--- src/rtl/d10snd_pkg.sv ---
// Package for the D10 AES3 sound element packer.
// Holds the sizes, codes and struct types shared by every rtl file; depends on nothing.
package d10snd_pkg;

    localparam int MAX_SAMPLES  = 1920;
    localparam int NUM_CHANNELS = 8;

    localparam int CHAN_W     = 3;
    localparam int CHAN_SLOTS = 1 << CHAN_W;
    localparam int COUNT_W    = 11;
    localparam int INDEX_W    = 14;
    localparam int WORD_W     = 32;
    localparam int SAMPLE_W   = 24;
    localparam int MASK_W     = 8;
    localparam int PHASE_W    = 3;
    localparam int CFG_IDX_W  = 3;
    localparam int CFG_DATA_W = 8;

    localparam int IN_TDATA_W  = 32;
    localparam int OUT_TDATA_W = 48;
    localparam int OUT_TUSER_W = 3;

    localparam logic [MASK_W-1:0] CHAN_LIMIT = MASK_W'((1 << NUM_CHANNELS) - 1);

    localparam int CNT_25HZ_RAW = 1920;
    localparam int CNT_EVEN_RAW = 1602;
    localparam int CNT_ODD_RAW  = 1601;

    localparam logic [COUNT_W-1:0] CNT_25HZ =
        COUNT_W'((CNT_25HZ_RAW > MAX_SAMPLES) ? MAX_SAMPLES : CNT_25HZ_RAW);
    localparam logic [COUNT_W-1:0] CNT_EVEN =
        COUNT_W'((CNT_EVEN_RAW > MAX_SAMPLES) ? MAX_SAMPLES : CNT_EVEN_RAW);
    localparam logic [COUNT_W-1:0] CNT_ODD =
        COUNT_W'((CNT_ODD_RAW > MAX_SAMPLES) ? MAX_SAMPLES : CNT_ODD_RAW);

    localparam logic [PHASE_W-1:0] SEQ_LEN  = 3'd5;
    localparam logic [PHASE_W-1:0] SEQ_LAST = 3'd4;

    localparam logic [CFG_IDX_W-1:0] CFG_RATE_IDX    = 3'd0;
    localparam logic [CFG_IDX_W-1:0] CFG_WIDTH_IDX   = 3'd1;
    localparam logic [CFG_IDX_W-1:0] CFG_MUTE_IDX    = 3'd2;
    localparam logic [CFG_IDX_W-1:0] CFG_INVALID_IDX = 3'd3;
    localparam logic [CFG_IDX_W-1:0] CFG_REG_IDX     = 3'd4;
    localparam logic [CFG_IDX_W-1:0] CFG_OFFSET_IDX  = 3'd5;

    typedef enum logic {
        MODE_SAMPLE = 1'b0,
        MODE_CLOSE  = 1'b1
    } mode_t;

    typedef enum logic [1:0] {
        ST_OK         = 2'd0,
        ST_DROPPED    = 2'd1,
        ST_UNREG      = 2'd2,
        ST_INCOMPLETE = 2'd3
    } status_t;

    typedef struct packed {
        logic                rate_is_25hz;
        logic                width_is_24bit;
        logic [MASK_W-1:0]   mute_mask;
        logic [MASK_W-1:0]   invalid_mask;
        logic [MASK_W-1:0]   registered_mask;
        logic [PHASE_W-1:0]  sequence_offset;
    } cfg_t;

    typedef struct packed {
        mode_t               mode;
        logic [CHAN_W-1:0]   channel;
        logic [SAMPLE_W-1:0] sample;
    } item_t;

    typedef struct packed {
        logic [INDEX_W-1:0]  word_index;
        logic [WORD_W-1:0]   word_value;
        logic                write_word;
        logic                package_done;
        status_t             status;
    } result_t;

endpackage

--- src/rtl/d10_aes3_sound_element_packer.sv ---
// Top level of the D10 AES3 sound element packer: input register, packing, output register.
// Depends on d10snd_pkg, d10snd_cfg and d10snd_pack.
//
//  channel | direction | tdata                               | tuser                      | tlast
//  --------+-----------+-------------------------------------+----------------------------+------
//  s_axis  | in        | channel[2:0], sample[26:3]          | mode[0]                    | -
//  m_axis  | out       | word_index[13:0], word_value[45:14] | write_word[0], status[2:1] | done
//  cfg     | in        | cfg_we, cfg_index, cfg_data         | -                          | -
//
// One transaction per cycle while m_axis is not stalled; items pass input, then output register.
// The counter update and word packing for an item happen as it moves from the input
// register to the output register. Reset clears counters, phase and configuration.
// An output stall holds the result; a new transaction is still taken while the input
// register is free or drains in the same cycle.
module d10_aes3_sound_element_packer
(
    input  logic                                 clk,
    input  logic                                 rst_n,
    input  logic                                 s_axis_tvalid,
    output logic                                 s_axis_tready,
    input  logic [d10snd_pkg::IN_TDATA_W-1:0]    s_axis_tdata,  // channel, sample
    input  logic                                 s_axis_tuser,  // mode
    output logic                                 m_axis_tvalid,
    input  logic                                 m_axis_tready,
    output logic [d10snd_pkg::OUT_TDATA_W-1:0]   m_axis_tdata,  // word_index, word_value
    output logic [d10snd_pkg::OUT_TUSER_W-1:0]   m_axis_tuser,  // write_word, status
    output logic                                 m_axis_tlast,  // package_done
    input  logic                                 cfg_we,
    input  logic [d10snd_pkg::CFG_IDX_W-1:0]     cfg_index,
    input  logic [d10snd_pkg::CFG_DATA_W-1:0]    cfg_data
);
    import d10snd_pkg::*;

    cfg_t    cfg;
    result_t res;

    logic    in_valid_reg;
    item_t   in_item_reg;
    logic    out_valid_reg;
    result_t out_res_reg;
    logic    advance;
    logic    in_fire;

    d10snd_cfg u_cfg
    (
        .clk       (clk),
        .rst_n     (rst_n),
        .cfg_we    (cfg_we),
        .cfg_index (cfg_index),
        .cfg_data  (cfg_data),
        .cfg       (cfg)
    );

    d10snd_pack u_pack
    (
        .clk   (clk),
        .rst_n (rst_n),
        .fire  (advance),
        .item  (in_item_reg),
        .cfg   (cfg),
        .res   (res)
    );

    assign advance       = in_valid_reg && (!out_valid_reg || m_axis_tready);
    assign s_axis_tready = !in_valid_reg || advance;
    assign in_fire       = s_axis_tvalid && s_axis_tready;

    always_ff @(posedge clk or negedge rst_n)
    begin
        if (!rst_n)
        begin
            in_valid_reg  <= 1'b0;
            out_valid_reg <= 1'b0;
        end
        else
        begin
            if (in_fire)
            begin
                in_valid_reg <= 1'b1;
            end
            else if (advance)
            begin
                in_valid_reg <= 1'b0;
            end
            if (advance)
            begin
                out_valid_reg <= 1'b1;
            end
            else if (m_axis_tready)
            begin
                out_valid_reg <= 1'b0;
            end
        end
    end

    always_ff @(posedge clk)
    begin
        if (in_fire)
        begin
            in_item_reg.mode    <= mode_t'(s_axis_tuser);
            in_item_reg.channel <= s_axis_tdata[CHAN_W-1:0];
            in_item_reg.sample  <= s_axis_tdata[CHAN_W+SAMPLE_W-1:CHAN_W];
        end
        if (advance)
        begin
            out_res_reg <= res;
        end
    end

    assign m_axis_tvalid = out_valid_reg;
    assign m_axis_tdata  = {2'b0, out_res_reg.word_value, out_res_reg.word_index};
    assign m_axis_tuser  = {out_res_reg.status, out_res_reg.write_word};
    assign m_axis_tlast  = out_res_reg.package_done;

    a_done_writes: assert property (@(posedge clk) disable iff (!rst_n)
        (m_axis_tvalid && out_res_reg.package_done) |-> out_res_reg.write_word)
        else $error("header transaction without write_word");

    a_drop_no_write: assert property (@(posedge clk) disable iff (!rst_n)
        (m_axis_tvalid && (out_res_reg.status == ST_DROPPED)) |-> !out_res_reg.write_word)
        else $error("dropped sample marked for write");

    a_sample_index: assert property (@(posedge clk) disable iff (!rst_n)
        (m_axis_tvalid && out_res_reg.write_word && !out_res_reg.package_done)
        |-> (out_res_reg.word_index != '0))
        else $error("sample word placed on header index");

    a_input_drains: assert property (@(posedge clk) disable iff (!rst_n)
        (in_valid_reg && !out_valid_reg) |=> out_valid_reg)
        else $error("held item not moved to output register");

endmodule

--- src/rtl/d10snd_cfg.sv ---
// Configuration register bank of the D10 AES3 sound element packer.
// Depends on d10snd_pkg for the register indexes and the cfg_t struct.
module d10snd_cfg
(
    input  logic                               clk,
    input  logic                               rst_n,
    input  logic                               cfg_we,
    input  logic [d10snd_pkg::CFG_IDX_W-1:0]   cfg_index,
    input  logic [d10snd_pkg::CFG_DATA_W-1:0]  cfg_data,
    output d10snd_pkg::cfg_t                   cfg
);
    import d10snd_pkg::*;

    cfg_t cfg_reg;

    always_ff @(posedge clk or negedge rst_n)
    begin
        if (!rst_n)
        begin
            cfg_reg.rate_is_25hz    <= 1'b1;
            cfg_reg.width_is_24bit  <= 1'b1;
            cfg_reg.mute_mask       <= '0;
            cfg_reg.invalid_mask    <= '0;
            cfg_reg.registered_mask <= '0;
            cfg_reg.sequence_offset <= '0;
        end
        else if (cfg_we)
        begin
            unique case (cfg_index)
                CFG_RATE_IDX:    cfg_reg.rate_is_25hz    <= cfg_data[0];
                CFG_WIDTH_IDX:   cfg_reg.width_is_24bit  <= cfg_data[0];
                CFG_MUTE_IDX:    cfg_reg.mute_mask       <= cfg_data[MASK_W-1:0];
                CFG_INVALID_IDX: cfg_reg.invalid_mask    <= cfg_data[MASK_W-1:0];
                CFG_REG_IDX:     cfg_reg.registered_mask <= cfg_data[MASK_W-1:0];
                CFG_OFFSET_IDX:  cfg_reg.sequence_offset <= cfg_data[PHASE_W-1:0];
                default:         cfg_reg                 <= cfg_reg;
            endcase
        end
    end

    assign cfg = cfg_reg;

endmodule

--- src/rtl/d10snd_pack.sv ---
// Per-channel sample counters, five-frame phase and word packing logic.
// Depends on d10snd_pkg; result is combinational from the held item and state.
module d10snd_pack
(
    input  logic                 clk,
    input  logic                 rst_n,
    input  logic                 fire,
    input  d10snd_pkg::item_t    item,
    input  d10snd_pkg::cfg_t     cfg,
    output d10snd_pkg::result_t  res
);
    import d10snd_pkg::*;

    logic [COUNT_W-1:0] count_reg [CHAN_SLOTS];
    logic [PHASE_W-1:0] phase_reg;

    logic [PHASE_W-1:0] off_mod;
    logic [PHASE_W:0]   phase_sum;
    logic [PHASE_W:0]   seq_raw;
    logic [PHASE_W-1:0] seq_idx;
    logic [COUNT_W-1:0] pkg_count;
    logic [MASK_W-1:0]  valid_byte;
    logic [MASK_W-1:0]  mismatch;
    logic [COUNT_W-1:0] pos;
    logic [WORD_W-1:0]  audio_word;
    logic               incomplete;
    logic [PHASE_W-1:0] phase_next;

    always_comb
    begin
        off_mod    = (cfg.sequence_offset >= SEQ_LEN) ? cfg.sequence_offset - SEQ_LEN
                                                      : cfg.sequence_offset;
        phase_sum  = {1'b0, phase_reg} + {1'b0, off_mod};
        seq_raw    = (phase_sum >= {1'b0, SEQ_LEN}) ? phase_sum - {1'b0, SEQ_LEN} : phase_sum;
        seq_idx    = cfg.rate_is_25hz ? '0 : seq_raw[PHASE_W-1:0];
        pkg_count  = cfg.rate_is_25hz ? CNT_25HZ : (seq_idx[0] ? CNT_ODD : CNT_EVEN);
        valid_byte = (cfg.mute_mask | cfg.registered_mask) & ~cfg.invalid_mask & CHAN_LIMIT;
        pos        = count_reg[item.channel];
        audio_word = cfg.width_is_24bit ? {4'b0, item.sample, 4'b0}
                                        : {4'b0, item.sample[15:0], 12'b0};
        phase_next = (phase_reg == SEQ_LAST) ? '0 : phase_reg + 3'd1;
        for (int i = 0; i < CHAN_SLOTS; i++)
        begin
            mismatch[i] = (count_reg[i] != pkg_count);
        end
        incomplete = |(cfg.registered_mask & CHAN_LIMIT & mismatch);
    end

    always_comb
    begin
        res.word_index   = '0;
        res.word_value   = '0;
        res.write_word   = 1'b0;
        res.package_done = 1'b0;
        res.status       = ST_OK;
        if (item.mode == MODE_CLOSE)
        begin
            res.word_value   = {valid_byte, 5'b0, pkg_count, 5'b0, seq_idx};
            res.write_word   = 1'b1;
            res.package_done = 1'b1;
            res.status       = incomplete ? ST_INCOMPLETE : ST_OK;
        end
        else if (!CHAN_LIMIT[item.channel])
        begin
            res.status = ST_UNREG;
        end
        else if (pos >= pkg_count)
        begin
            res.status = ST_DROPPED;
        end
        else
        begin
            res.word_index = {pos, item.channel} + INDEX_W'(1);
            res.write_word = 1'b1;
            if (!cfg.registered_mask[item.channel])
            begin
                res.word_value = WORD_W'(item.channel);
                res.status     = ST_UNREG;
            end
            else if (valid_byte[item.channel] && !cfg.mute_mask[item.channel])
            begin
                res.word_value = audio_word | WORD_W'(item.channel);
            end
            else
            begin
                res.word_value = WORD_W'(item.channel);
            end
        end
    end

    always_ff @(posedge clk or negedge rst_n)
    begin
        if (!rst_n)
        begin
            for (int i = 0; i < CHAN_SLOTS; i++)
            begin
                count_reg[i] <= '0;
            end
            phase_reg <= '0;
        end
        else if (fire)
        begin
            if (item.mode == MODE_CLOSE)
            begin
                for (int i = 0; i < CHAN_SLOTS; i++)
                begin
                    count_reg[i] <= '0;
                end
                phase_reg <= phase_next;
            end
            else if (CHAN_LIMIT[item.channel] && (pos < pkg_count))
            begin
                count_reg[item.channel] <= pos + COUNT_W'(1);
            end
        end
    end

endmodule
--- config.mk ---
export PLATFORM = sky130hd
export DESIGN_NAME = d10_aes3_sound_element_packer
export DESIGN_NICKNAME = d
export VERILOG_FILES = /design/src/rtl/d10snd_pkg.sv /design/src/rtl/d10_aes3_sound_element_packer.sv /design/src/rtl/d10snd_cfg.sv /design/src/rtl/d10snd_pack.sv
export SDC_FILE = /design/constraint.sdc
export NUM_CORES = 1
export LEC_CHECK = 0
export ABC_CLOCK_PERIOD_IN_PS = 5800
export BUFFER_PORTS_ARGS = -buffer_cell sky130_fd_sc_hd__buf_2
export CAP_MARGIN = 20
export CORE_MARGIN = 2
export CORE_UTILIZATION = 60
export DETAILED_ROUTE_END_ITERATION = 10
export PLACE_DENSITY_LB_ADDON = 0.15
export RECOVER_POWER = 50
export SYNTH_ARGS = -nofsm -noshare
export SYNTH_HDL_FRONTEND = slang
export SYNTH_SLANG_ARGS = --single-unit
--- constraint.sdc ---
create_clock -name clk -period 5.8 [get_ports clk]
set_clock_uncertainty 0.1 [all_clocks]
set_input_delay 1.16 -clock clk [delete_from_list [all_inputs] [get_ports clk]]
set_output_delay 1.16 -clock clk [all_outputs]
set_load 0.01 [all_outputs]
### Yosys cells after proc, flatten, opt, wreduce, memory -nomap -nowiden

Memory sizes are Yosys's and may differ from the RTL's. A register that Yosys moved wholly into a read port is not among the register bits.
Cells that the tools add are included.

* flip-flop bits (word level): 200
* bits in read-only memories: 8
* bits of input ports: 49
* output and inout port bits: 54
* word-level logic and storage cells: 126
* memories: 1

* $add $sub $neg: 6
* magnitude comparators: 7
* equal/unequal tests: 14
* multiplexer cells: 38
* bitwise logic cells: 9
* reduce and logical (&&, ||, !) cells: 25

Memories
* (name not given): words 8, bits a word 1, read ports 1, clocked after memory_dff 1, write ports 0, RTL line d10snd_pack.sv:63 `else if (!CHAN_LIMIT[item.channel])`

Operator list (count)
* $mux W88: 2
* $mux W33: 3
* $bwmux W88: 1
* $ne A11 B11 Y1: 8
* $mux W32: 2
* $mux W11: 4
* $bmux W11 S3: 1
* $demux W11 S3: 1
* $or A32 B3 Y32: 1
* $mux W28: 1
* $and A8 B8 Y8: 2
* $reduce_and A2 Y1: 8
* $mux W3: 5
* $add A14 B1 Y14 const B: 1
* $mux W2: 6
* $add A11 B1 Y11 const B: 1
* $ge A11 B11 Y1: 1
* $lt A11 B11 Y1: 1
* $bmux W1 S3: 3
* $eq A3 B3 Y1 const B: 3
* $mux W1: 9
* $not A8 Y8: 1
* $or A8 B8 Y8: 1
* $reduce_or A8 Y1: 1
* 19 further kinds: 32

### Depth between registers and ports, before layout

Gate-level depths: netlist (run 1).

* depth in word-level cells: 13
* depth in mapped cells: 22
* mapped depth without buffers: 20

### Modules after synthesis

From an unflattened synthesis (run 1), not the netlist that was laid out.

* cell total of the unflattened synthesis: 894
* area, all modules: 10356.2 um2

Modules (own cells, without submodules)
* d10snd_pack: instances 1, cells each 739, area each 6713.9 um2, seq. area each 2277.2 um2
* d10_aes3_sound_element_packer: instances 1, cells each 89, area each 2464.9 um2, seq. area each 2392.3 um2
* d10snd_cfg: instances 1, cells each 66, area each 1177.4 um2, seq. area each 728.2 um2

### Worst setup path after synthesis (run 1)

Ideal clock, no wire load.

* path kind: register to register
* start point: reg u_cfg.cfg_reg, in the netlist u_cfg.cfg[1]
* end point: reg u_pack.count_reg[21] in the netlist's numbering
* data arrival time: 5.053 ns
* data required time: 5.579 ns
* path slack: 0.526 ns
* stages on the path, launching flop included: 20
* clock period less this slack: 5.274 ns
* cells stage by stage: dfrtp_1 > inv_1 > ha_1 > or2_2 > and2_1 > o21a_1 > inv_1 > fa_1 > ha_1 > nand2b_1 > a221oi_2 > mux2i_1 > ha_1 > nor2b_1 > or3_1 > a31o_2 > a31oi_1 > o21ai_0 > and2_1 > a22o_1

* longest elaborated chain between the ends: 12
* elaborated cells between the ends (all ways): 14

Ends and longest elaborated chain
* start: declaration: RTL line d10snd_cfg.sv:14 `cfg_t cfg_reg;`
* start signal: assignment: RTL line d10snd_cfg.sv:36 `default: cfg_reg <= cfg_reg;`
* $sub A3 B3 Y3 / $ge A3 B3 Y1 (equally long branches): RTL line d10snd_pack.sv:31 `off_mod = (cfg.sequence_offset >= SEQ_LEN) ? cfg.sequence_offset - SEQ_LEN`
* $mux W3 (*): RTL line d10snd_pack.sv:31
* $add A3 B3 Y4 (*): RTL line d10snd_pack.sv:33 `phase_sum = {1'b0, phase_reg} + {1'b0, off_mod};`
* $ge A4 B3 Y1 / $sub A3 B3 Y3 (equally long branches): RTL line d10snd_pack.sv:34 `seq_raw = (phase_sum >= {1'b0, SEQ_LEN}) ? phase_sum - {1'b0, SEQ_LEN} : phase_sum;`
* $mux W3 (*): RTL line d10snd_pack.sv:34
* $mux W3 (*): RTL line d10snd_pack.sv:35 `seq_idx = cfg.rate_is_25hz ? '0 : seq_raw[PHASE_W-1:0];`
* $mux W2 (*): RTL line d10snd_pack.sv:36 `pkg_count = cfg.rate_is_25hz ? CNT_25HZ : (seq_idx[0] ? CNT_ODD : CNT_EVEN);`
* $mux W11 (*): RTL line d10snd_pack.sv:36
* $lt A11 B11 Y1 (*): RTL line d10snd_pack.sv:111 `else if (CHAN_LIMIT[item.channel] && (pos < pkg_count))`
* $logic_and A1 B1 Y1 (*): RTL line d10snd_pack.sv:111
* $reduce_bool A2 Y1 (no line) (*)
* $reduce_and A2 Y1 (no line) (*)
* end signal: indexed assignment: RTL line d10snd_pack.sv:113 `count_reg[item.channel] <= pos + COUNT_W'(1);`
* end: declaration: RTL line d10snd_pack.sv:14 `logic [COUNT_W-1:0] count_reg [CHAN_SLOTS];`

Every way passes the cells marked *; elsewhere a longest branch is shown, timed or not.
A chain may end at the register's enable or synchronous reset.

==> metrics.csv, run 1 <==
stage,metric,value,unit
status,status,finished with violations,
status,failing checks,"capacitance limit, slew limit",
layout,layout filler cell count,1318,
global_route,vias in the first global route,7504,
logic_synthesis,warnings from Yosys,0,
timing,headroom to the max-slew limit,-1.69,
critical_path,cell family with most CP delay,simple AND/OR/NAND/NOR gates,
timing,Final Max Tran Viols,156,
die,initial core utilization,0.608,
route,mean routed wirelength per cell,22.5,um
logic_synthesis,leading area contributor after synthesis,dfrtp_1,
timing,endpoints failing hold,0,
route,initial drt markers,1079,
logic_synthesis,Synth area leaders,"dfrtp_1, edfxtp_1, o31ai_1, nand3_1, mux2_2",
logic_synthesis,synthesized flop and latch total,199,
logic_synthesis,"FFs w/ async S/R, synth",0.613,
die,Die Y,136,um
die,row count,48,
critical_path,CP arrival,5710,ps
placed_design,Post-DP HPWL,19600,um
logic_synthesis,sequential cell area fraction in the yosys report,0.514,
logic_synthesis,Synth top cells by count,"dfrtp_1, nand3_1, edfxtp_1, nor2_1, o31ai_1",
layout,Largest register FFs,88,
layout,Layout area overhead,11.9,%
flow_run,max cap viols,3,
layout,Layout Nets,1064,
worst_hold_path,hold path startpoint,in_valid_reg$_DFFE_PN0P_,
global_route,first-pass GRT wire length,43000,um
timing,fin crit share,0.956,
logic_synthesis,Post-Syn Area,10400,um2
critical_path,crit-path most repeated cell,ha_1,
logic_synthesis,Syn Inst Count,896,
route,# DRC,0,
route,drt pass-1 iters,5,
worst_hold_path,hold endpoint,m_axis_tvalid$_DFFE_PN0P_,
logic_synthesis,number of enable flip-flop cells after synthesis,77,
timing,# setup viols final,0,
route,DR vias,8168,
critical_path,Reg2Reg Setup Slack,260,ps
power,Static Leak,4.65,nW
logic_synthesis,area share of the largest cell type after synthesis,0.288,
clocking,Clock Latency Late Sink,440,ps
layout,diode count,0,
global_route,Overflow after GRT,0,
timing,fmax,0.180,GHz
critical_path,"slowest stage delay, CP",530,ps
clocking,TritonCTS buffer count,17,
critical_path,R2R Path Start,u_cfg.cfg[1]$_DFFE_PN0P_,
timing,post-layout min period,5540,ps
layout,fraction of layout cells with a size suffix above 1,0.174,
clocking,CTS root buf,clkbuf_16,
critical_path,CP Launch Type,flop,
global_route,GRT Overall Usage,0.308,
logic_synthesis,Synth Area per Inst,11.7,um2
timing,Fin Setup TNS,0,ps
power,Final Power,3.89,mW
clocking,CTS tree,built,
die,Core Area,17200,um2
critical_path,Crit Path Class,reg2reg,
worst_hold_path,Hold Path Class,reg2reg,
critical_path,crit path max fanout,16,
clocking,TritonCTS Sinks,199,
die,die width,136,um
critical_path,Crit. End Element,flop,
die,die area,18500,um2
power,PwrDens,333,nW/um2
die,IO Pins,103,
route,Detail Route Antenna Nets,0,
timing,Worst Tran Pin Value,4040,ps
clocking,CTS max path bufs,2,
logic_synthesis,Netlist cell types,82,
critical_path,CP max stage cell,or2_2,
route,Vias/cell,6.61,
global_route,initial antenna violation count,0,
critical_path,crit path cell chain,"inv_1, ha_1, or2_2, and2_1, o21a_1, inv_1, fa_1, ha_1, nand2b_1, a221oi_2, mux2i_2, ha_1, nor2b_1, or3_1, a31o_2, a21oi_1, o41ai_4, or2_2, o21ai_0",
clocking,H-tree depth,4,
critical_path,worst r2r path cells,19,
timing,unrepaired setup endpoints after global routing,no,
placed_design,placer congestion estimate,0.934,
power,Max IR drop VDD,254,uV
clocking,register clock-pin slew on the reported worst setup and hold paths,80,ps
logic_synthesis,most numerous cell in the Yosys netlist,dfrtp_1,
logic_synthesis,dominant synthesized flop cell,dfrtp_1,
route,Routed WL,27700,um
global_route,largest net degree at the start of global routing,74,
critical_path,Critical path buffers and inverters,2,
critical_path,Worst Path Required,5970,ps
placed_design,number of port buffers,94,
critical_path,Crit Reg-Reg Endpoint,m_axis_tdata[30]$_DFFE_PP_,
worst_hold_path,WHS Path Cells,1,
logic make-up after synthesis:
family | synth area share
AND/OR/NAND/NOR | 0.150
flip-flops | 0.514
AO/OA/AOI/OAI | 0.145
multiplexers | 0.108
buffers and inverters | 0.0393
XOR/XNOR | 0.0207
adder cells (fa/ha/maj) | 0.0223
other | 0.000359
area by class of cell:
type                       count  area [um2]  area share
inverter                      24        90.1     0.00771
tap                          225         282      0.0241
multi-input combinational    623        4690       0.401
clock buffer                  17         425      0.0364
clock inverter                15         159      0.0136
timing repair buffer         132         673      0.0576
sequential                   199        5370       0.459
timing repair:
item,in CTS,in global routing
hold buffers,0,0
gates resized for setup,0,6
setup endpoints to repair,0,52
setup buffers,0,4
hold endpoints to repair,0,0
worst max-delay path by stage:
stage | start | end | slack, ps | cells after the start
finish | u_cfg.cfg[1]$_DFFE_PN0P_ | m_axis_tdata[30]$_DFFE_PP_ | 260 | 19
global route | u_cfg.cfg[1]$_DFFE_PN0P_ | m_axis_tdata[29]$_DFFE_PP_ | 60 | 19
CTS | u_cfg.cfg[1]$_DFFE_PN0P_ | m_axis_tdata[30]$_DFFE_PP_ | 50 | 21
detailed placement | u_cfg.cfg[1]$_DFFE_PN0P_ | m_axis_tdata[39]$_DFFE_PP_ | 90 | 21
global placement | u_cfg.cfg[1]$_DFFE_PN0P_ | m_axis_tdata[38]$_DFFE_PP_ | 210 | 21
floorplan | u_cfg.cfg[1]$_DFFE_PN0P_ | u_pack.count_reg[21]$_DFFE_PN0P_ | 530 | 19
cell usage in the layout, fill, tap and decap left out, types with 22 or more instances in the layout:
| cell | n |
|---|---|
| dfrtp_1 | 120 |
| nand3_1 | 79 |
| edfxtp_1 | 77 |
| nor2_1 | 62 |
| clkbuf_1 | 59 |
| o31ai_1 | 54 |
| nand2_1 | 51 |
| buf_2 | 40 |
| mux2_2 | 32 |
| buf_4 | 32 |
| mux2i_1 | 28 |
| o21ai_0 | 28 |
| inv_1 | 22 |
per-stage QoR:
stage / setup slack (ps) / hold slack (ps) / utilization / instance area, um2 / std cells
global placement: 208 / 381 / 0.649 / 11100 / 1199
finish: 256 / 398 / 0.681 / 11700 / 1235
floorplan: 526 / 324 / - / 10500 / 898
detailed placement: 85.3 / 387 / 0.649 / 11100 / 1199
global route: 55.7 / 439 / 0.681 / 11700 / 1235
CTS: 54.1 / 398 / 0.683 / 11700 / 1231
routing by layer:
metal / global-route usage / share of wire / vias up
met2: 0.466 / 0.47 / 457
met1: 0.464 / 0.42 / 4025
met5: 0 / 0 / -
li1: - / - / 3648
met4: 0.0845 / 0.017 / 0
met3: 0.0511 / 0.10 / 38
report_power, final:
group	internal (mW)	switching, mW	total (mW)	leakage (nW)
Combinational	0.383	0.583	0.966	1.99
Clock	0.610	0.582	1.19	0.283
Sequential	1.60	0.131	1.73	2.38
Total	2.60	1.30	3.89	4.65
Note: power is estimated with default switching activity, not from simulation.
==> run 2: changes to the inputs <==
--- a/config.mk
+++ b/config.mk
@@ -8,8 +8,10 @@
 export ABC_CLOCK_PERIOD_IN_PS = 5800
 export BUFFER_PORTS_ARGS = -buffer_cell sky130_fd_sc_hd__buf_2
 export CAP_MARGIN = 20
+export CELL_PAD_IN_SITES_DETAIL_PLACEMENT = 1
+export CELL_PAD_IN_SITES_GLOBAL_PLACEMENT = 2
 export CORE_MARGIN = 2
-export CORE_UTILIZATION = 60
+export CORE_UTILIZATION = 40
 export DETAILED_ROUTE_END_ITERATION = 10
 export PLACE_DENSITY_LB_ADDON = 0.15
 export RECOVER_POWER = 50
==> metrics.csv, run 2 (synthesized netlist as in run 1, its figures left out) <==
stage,metric,value,unit
critical_path,Reg2Reg Setup Slack,210,ps
route,initial drt markers,772,
clocking,Hold Buf Count CTS,0,
placed_design,Post-DP Area,11300,um2
power,Max IR drop VDD,169,uV
power,PwrDens,341,nW/um2
clocking,register clock-pin slew on the reported worst setup and hold paths,90,ps
critical_path,worst r2r path cells,19,
placed_design,Post-DP HPWL,23700,um
clocking,TritonCTS Sinks,199,
global_route,GRT Overall Usage,0.244,
die,initial core utilization,0.404,
critical_path,crit-path most repeated cell,ha_1,
layout,"most common cell after layout, fill and taps aside",dfrtp_1,
clocking,Post CTS Setup Buffer Count,0,
timing,final worst setup slack,213,ps
power,Flop pwr share,0.422,
die,row count,59,
timing,headroom to the max-slew limit,-1.68,
critical_path,Levels on crit path,19,
timing,fmax,0.179,GHz
global_route,Overflow after GRT,0,
worst_hold_path,WHS Path Cells,1,
placed_design,placer congestion estimate,0.846,
worst_hold_path,Hold Path Class,reg2reg,
critical_path,crit path max fanout,16,
critical_path,Crit Reg-Reg Endpoint,m_axis_tdata[28]$_DFFE_PP_,
critical_path,Critical path buffers and inverters,2,
clocking,H-tree depth,4,
power,sw frac,0.355,
power,Clock power frac,0.318,
layout,fraction of layout cells with a size suffix above 1,0.206,
layout,Largest register FFs,88,
global_route,initial antenna violation count,0,
clocking,PostCTS Resize Cnt,0,
route,mean routed wirelength per cell,24.1,um
die,Core Area,25800,um2
power,Comb power frac,0.260,
layout,diode count,0,
status,status,finished with violations,
worst_hold_path,hold endpoint,m_axis_tvalid$_DFFE_PN0P_,
global_route,first-pass GRT wire length,49700,um
clocking,CTS tree,built,
critical_path,cell family with most CP delay,simple AND/OR/NAND/NOR gates,
die,Die Y,166,um
critical_path,Crit. End Element,flop,
status,failing checks,"capacitance limit, slew limit",
worst_hold_path,hold path startpoint,in_valid_reg$_DFFE_PN0P_,
clocking,CTS max path bufs,2,
timing,endpoints failing hold,0,
layout,Layout area overhead,14.5,%
critical_path,CP max stage cell,or2_2,
route,DR vias,7973,
placed_design,number of port buffers,94,
layout,post-route cell area,12000,um2
timing,Worst Tran Pin Value,4030,ps
route,Vias/cell,5.92,
clocking,TritonCTS buffer count,17,
layout,Final Non-Filler Cells,1346,
timing,Fin Setup TNS,0,ps
route,Routed WL,32400,um
power,Int Power,2.63,mW
clocking,CTS root buf,clkbuf_16,
power,Static Leak,4.78,nW
critical_path,Worst Path Required,5980,ps
critical_path,CP Launch Type,flop,
route,# DRC,0,
timing,# setup viols final,0,
die,IO Pins,103,
timing,fin crit share,0.963,
timing,Hold WS,407,ps
critical_path,"slowest stage delay, CP",490,ps
critical_path,crit path cell chain,"inv_1, ha_1, or2_2, and2_1, o21a_1, inv_1, fa_1, ha_1, nand2b_1, a221oi_4, mux2i_4, ha_1, nor2b_1, or3_1, a31o_2, a21oi_1, o41ai_4, or2_2, o21ai_0",
layout,Util after Layout,0.463,
timing,Final Max Tran Viols,66,
timing,post-layout min period,5590,ps
route,drt pass-1 iters,5,
route,Detail Route Antenna Nets,0,
flow_run,max cap viols,1,
critical_path,R2R Path Start,u_cfg.cfg[1]$_DFFE_PN0P_,
global_route,vias in the first global route,7949,
clocking,Clock Latency Late Sink,460,ps
layout,Layout Nets,1065,
placed_design,minimum setup slack after placement,103,ps
die,die area,27400,um2
placed_design,placed insts,1313,
layout,most frequent cells in the layout,"dfrtp_1, nand3_1, edfxtp_1",
die,die width,166,um
power,Final Power,4.08,mW
critical_path,CP arrival,5770,ps
power,NetSw,1.45,mW
critical_path,Crit Path Class,reg2reg,
global_route,largest net degree at the start of global routing,78,
==> run 2: cell types whose count changed in the layout (fill, tap and decap cells not counted), moves of 2 or more <==
cell	before	now
buf_2	40	69
clkinv_8	1	6
inv_6	5	3
clkinv_4	4	0
clkbuf_1	59	28
inv_12	0	3
buf_4	32	35
inv_16	0	2
==> run 2: how the worst max path moves through the flow <==
stage,from,to,slack (ps)
final,u_cfg.cfg[1]$_DFFE_PN0P_,m_axis_tdata[28]$_DFFE_PP_,210
after global routing,u_cfg.cfg[1]$_DFFE_PN0P_,u_pack.count_reg[75]$_DFFE_PN0P_,-3
after CTS,u_cfg.cfg[1]$_DFFE_PN0P_,u_pack.count_reg[38]$_DFFE_PN0P_,10
after detailed placement,u_cfg.cfg[1]$_DFFE_PN0P_,u_pack.count_reg[38]$_DFFE_PN0P_,100
after global placement,u_cfg.cfg[1]$_DFFE_PN0P_,u_pack.count_reg[40]$_DFFE_PN0P_,200
after floorplan,u_cfg.cfg[1]$_DFFE_PN0P_,u_pack.count_reg[21]$_DFFE_PN0P_,530
==> run 2: per-layer routing <==
layer / GRT usage / wire length (um)
met1: 0.366 / 15900
met2: 0.376 / 14800
met3: 0.0315 / 1410
met4: 0.0525 / 387
met5: 0 / 0
==> run 2: layout make-up <==
type                    instances  area (um2)
fillers                      2795       13900
flip-flops and latches        199        5370
multi-input cells             623        4710
repair buffers                133         724
clock buffers                  17         425
well taps                     335         419
clock inverters                15         224
inverters                      24        90.1
==> run 2: worst reg2reg max path, delay by kind of cell, from the launching register on <==
kind	cells	cell delay [ps]
AND/OR/NAND/NOR	6	1640
buffers and inverters	2	150
flip-flops	1	420
AO/OA/AOI/OAI	6	1580
adder cells (fa/ha/maj)	4	1150
multiplexers	1	370
==> run 2: power groups by stage <==
stage | registers [mW] | logic, mW | clock network [mW]
after detailed placement | 1.75 | 1.00 | 0
after floorplan | 1.71 | 0.628 | 0
final | 1.72 | 1.06 | 1.30
after global routing | 1.74 | 1.16 | 1.37
after CTS | 1.72 | 1.01 | 1.32
after global placement | 1.75 | 0.980 | 0
==> run 3: changes to the inputs <==
--- a/config.mk
+++ b/config.mk
@@ -5,13 +5,13 @@
 export SDC_FILE = /design/constraint.sdc
 export NUM_CORES = 1
 export LEC_CHECK = 0
-export ABC_CLOCK_PERIOD_IN_PS = 5800
+export ABC_CLOCK_PERIOD_IN_PS = 6700
 export BUFFER_PORTS_ARGS = -buffer_cell sky130_fd_sc_hd__buf_2
 export CAP_MARGIN = 20
 export CELL_PAD_IN_SITES_DETAIL_PLACEMENT = 1
 export CELL_PAD_IN_SITES_GLOBAL_PLACEMENT = 2
 export CORE_MARGIN = 2
-export CORE_UTILIZATION = 40
+export CORE_UTILIZATION = 43
 export DETAILED_ROUTE_END_ITERATION = 10
 export PLACE_DENSITY_LB_ADDON = 0.15
 export RECOVER_POWER = 50
==> constraint.sdc (replaced) <==
create_clock -name clk -period 6.7 [get_ports clk]
set_clock_uncertainty 0.1 [all_clocks]
set_input_delay 1.34 -clock clk [delete_from_list [all_inputs] [get_ports clk]]
set_output_delay 1.34 -clock clk [all_outputs]
set_load 0.01 [all_outputs]
==> metrics.csv, run 3 (synthesized netlist as in run 1, its figures left out) <==
stage,metric,value,unit
status,status,finished with violations,
status,failing checks,"capacitance limit, slew limit",
critical_path,worst r2r path cells,20,
placed_design,number of port buffers,94,
route,drt pass-1 iters,5,
clocking,TritonCTS Sinks,199,
layout,Final Non-Filler Cells,1323,
global_route,largest net degree at the start of global routing,66,
power,Max IR drop VDD,224,uV
clocking,H-tree depth,4,
layout,Layout Nets,1053,
route,DR vias,7938,
power,Flop pwr share,0.442,
route,# DRC,0,
placed_design,placed insts,1290,
critical_path,Crit Path Class,reg2reg,
die,die width,160,um
power,NetSw,1.18,mW
global_route,vias in the first global route,7873,
timing,unrepaired setup endpoints after global routing,no,
critical_path,"slowest stage delay, CP",500,ps
clocking,CTS tree,built,
global_route,initial antenna violation count,0,
layout,multi-input logic area,4670,um2
timing,Worst Tran Pin Value,3860,ps
critical_path,CP arrival,6360,ps
clocking,CTS root buf,clkbuf_16,
route,initial drt markers,629,
global_route,Overflow after GRT,0,
placed_design,Post-DP HPWL,22500,um
clocking,Hold Buf Count CTS,0,
worst_hold_path,WHS Path Cells,1,
timing,post-layout min period,6120,ps
critical_path,crit path max fanout,9,
worst_hold_path,Hold Path Class,reg2reg,
power,Clock power frac,0.317,
power,PwrDens,288,nW/um2
layout,diode count,0,
timing,fin crit share,0.913,
critical_path,cell family with most CP delay,compound AO/OA/AOI/OAI gates,
die,die area,25500,um2
critical_path,Crit. End Element,flop,
critical_path,crit-path most repeated cell,ha_1,
layout,flip-flop and latch area,5370,um2
global_route,first-pass GRT wire length,48600,um
critical_path,crit path cell chain,"inv_1, ha_1, or2_2, and2_1, o21a_1, inv_1, fa_1, ha_1, nand2b_1, a221oi_2, mux2i_1, ha_1, nor2b_1, or3_1, a31o_2, a31oi_1, buf_4, o2111ai_1, and2_1, a32o_1",
die,row count,57,
placed_design,minimum setup slack after placement,550,ps
timing,endpoints failing hold,0,
global_route,GRT Overall Usage,0.249,
layout,layout filler cell count,2593,
die,IO Pins,103,
timing,# setup viols final,0,
clocking,Post CTS Setup Buffer Count,0,
timing,Fin Setup TNS,0,ps
timing,final worst setup slack,581,ps
layout,"most common cell after layout, fill and taps aside",dfrtp_1,
layout,Largest register FFs,88,
clocking,TritonCTS buffer count,17,
clocking,PostCTS Resize Cnt,0,
die,initial core utilization,0.433,
layout,fraction of layout cells with a size suffix above 1,0.164,
critical_path,Worst Path Required,6940,ps
route,Vias/cell,6.00,
route,Detail Route Antenna Nets,0,
die,Core Area,24100,um2
clocking,register clock-pin slew on the reported worst setup and hold paths,90,ps
timing,fmax,0.163,GHz
layout,Layout area overhead,12.6,%
power,Int Power,2.21,mW
critical_path,CP Launch Type,flop,
critical_path,Levels on crit path,20,
power,sw frac,0.347,
critical_path,Critical path buffers and inverters,3,
route,Routed WL,31100,um
layout,most frequent cells in the layout,"dfrtp_1, nand3_1, edfxtp_1",
critical_path,CP max stage cell,a221oi_2,
timing,Final Max Tran Viols,118,
route,mean routed wirelength per cell,23.5,um
flow_run,max cap viols,2,
timing,headroom to the max-slew limit,-1.57,
placed_design,placer congestion estimate,0.850,
power,Static Leak,4.62,nW
die,Die Y,160,um
clocking,Clock Latency Late Sink,460,ps
power,Comb power frac,0.241,
clocking,CTS max path bufs,2,
run 3: cell count changes in the layout (fill, tap and decap cells not counted), moves of 2 or more:
cell      before  now
buf_4         35   25
inv_16         2    0
clkbuf_1      28   56
nor2_2         4    1
nor2_1        62   65
buf_2         69   40
inv_8          1    4
run 3: cell type report:
| cell class | count | area share |
|---|---|---|
| clock inverters | 15 | 0.0164 |
| repair buffers | 121 | 0.0509 |
| flip-flops and latches | 199 | 0.457 |
| well taps | 324 | 0.0345 |
| clock buffers | 17 | 0.0362 |
| inverters | 24 | 0.00766 |
| multi-input cells | 623 | 0.398 |
run 3: per-stage QoR:
step / utilization / instance area (um2) / power, mW / hold WS [ps]
floorplan: - / 10500 / 2.03 / 324
global placement: 0.465 / 11200 / 2.32 / 367
detailed placement: 0.465 / 11200 / 2.35 / 391
CTS: 0.491 / 11800 / 3.42 / 403
global route: 0.488 / 11800 / 3.56 / 419
finish: 0.488 / 11800 / 3.39 / 401
run 3: path summary, 6_finish.rpt:
kind	startpoint	end	slack [ps]
max in group asynchronous	rst_n	u_pack.count_reg[8]$_DFFE_PN0P_	1960
worst min-delay path	in_valid_reg$_DFFE_PN0P_	m_axis_tvalid$_DFFE_PN0P_	400
worst min register to register	in_valid_reg$_DFFE_PN0P_	m_axis_tvalid$_DFFE_PN0P_	400
worst max-delay path	u_cfg.cfg[1]$_DFFE_PN0P_	u_pack.count_reg[85]$_DFFE_PN0P_	580
worst max register to register	u_cfg.cfg[1]$_DFFE_PN0P_	u_pack.count_reg[85]$_DFFE_PN0P_	580
min in group asynchronous	rst_n	in_valid_reg$_DFFE_PN0P_	2100
run 3: power groups by stage:
stage	clock, mW	sequential, mW	combinational (mW)
2_1_floorplan	0	1.48	0.544
3_3_place_gp	0	1.52	0.808
3_5_place_dp	0	1.52	0.826
4_1_cts	1.09	1.50	0.831
5_1_grt	1.14	1.52	0.909
6_report	1.07	1.50	0.818
run 3: routing by layer:
layer,up-vias,wire length [um],GRT usage
met1,4049,14800,0.371
li1,3625,-,-
met2,231,14200,0.386
met3,33,1460,0.0314
met5,-,0,0
met4,0,541,0.0663
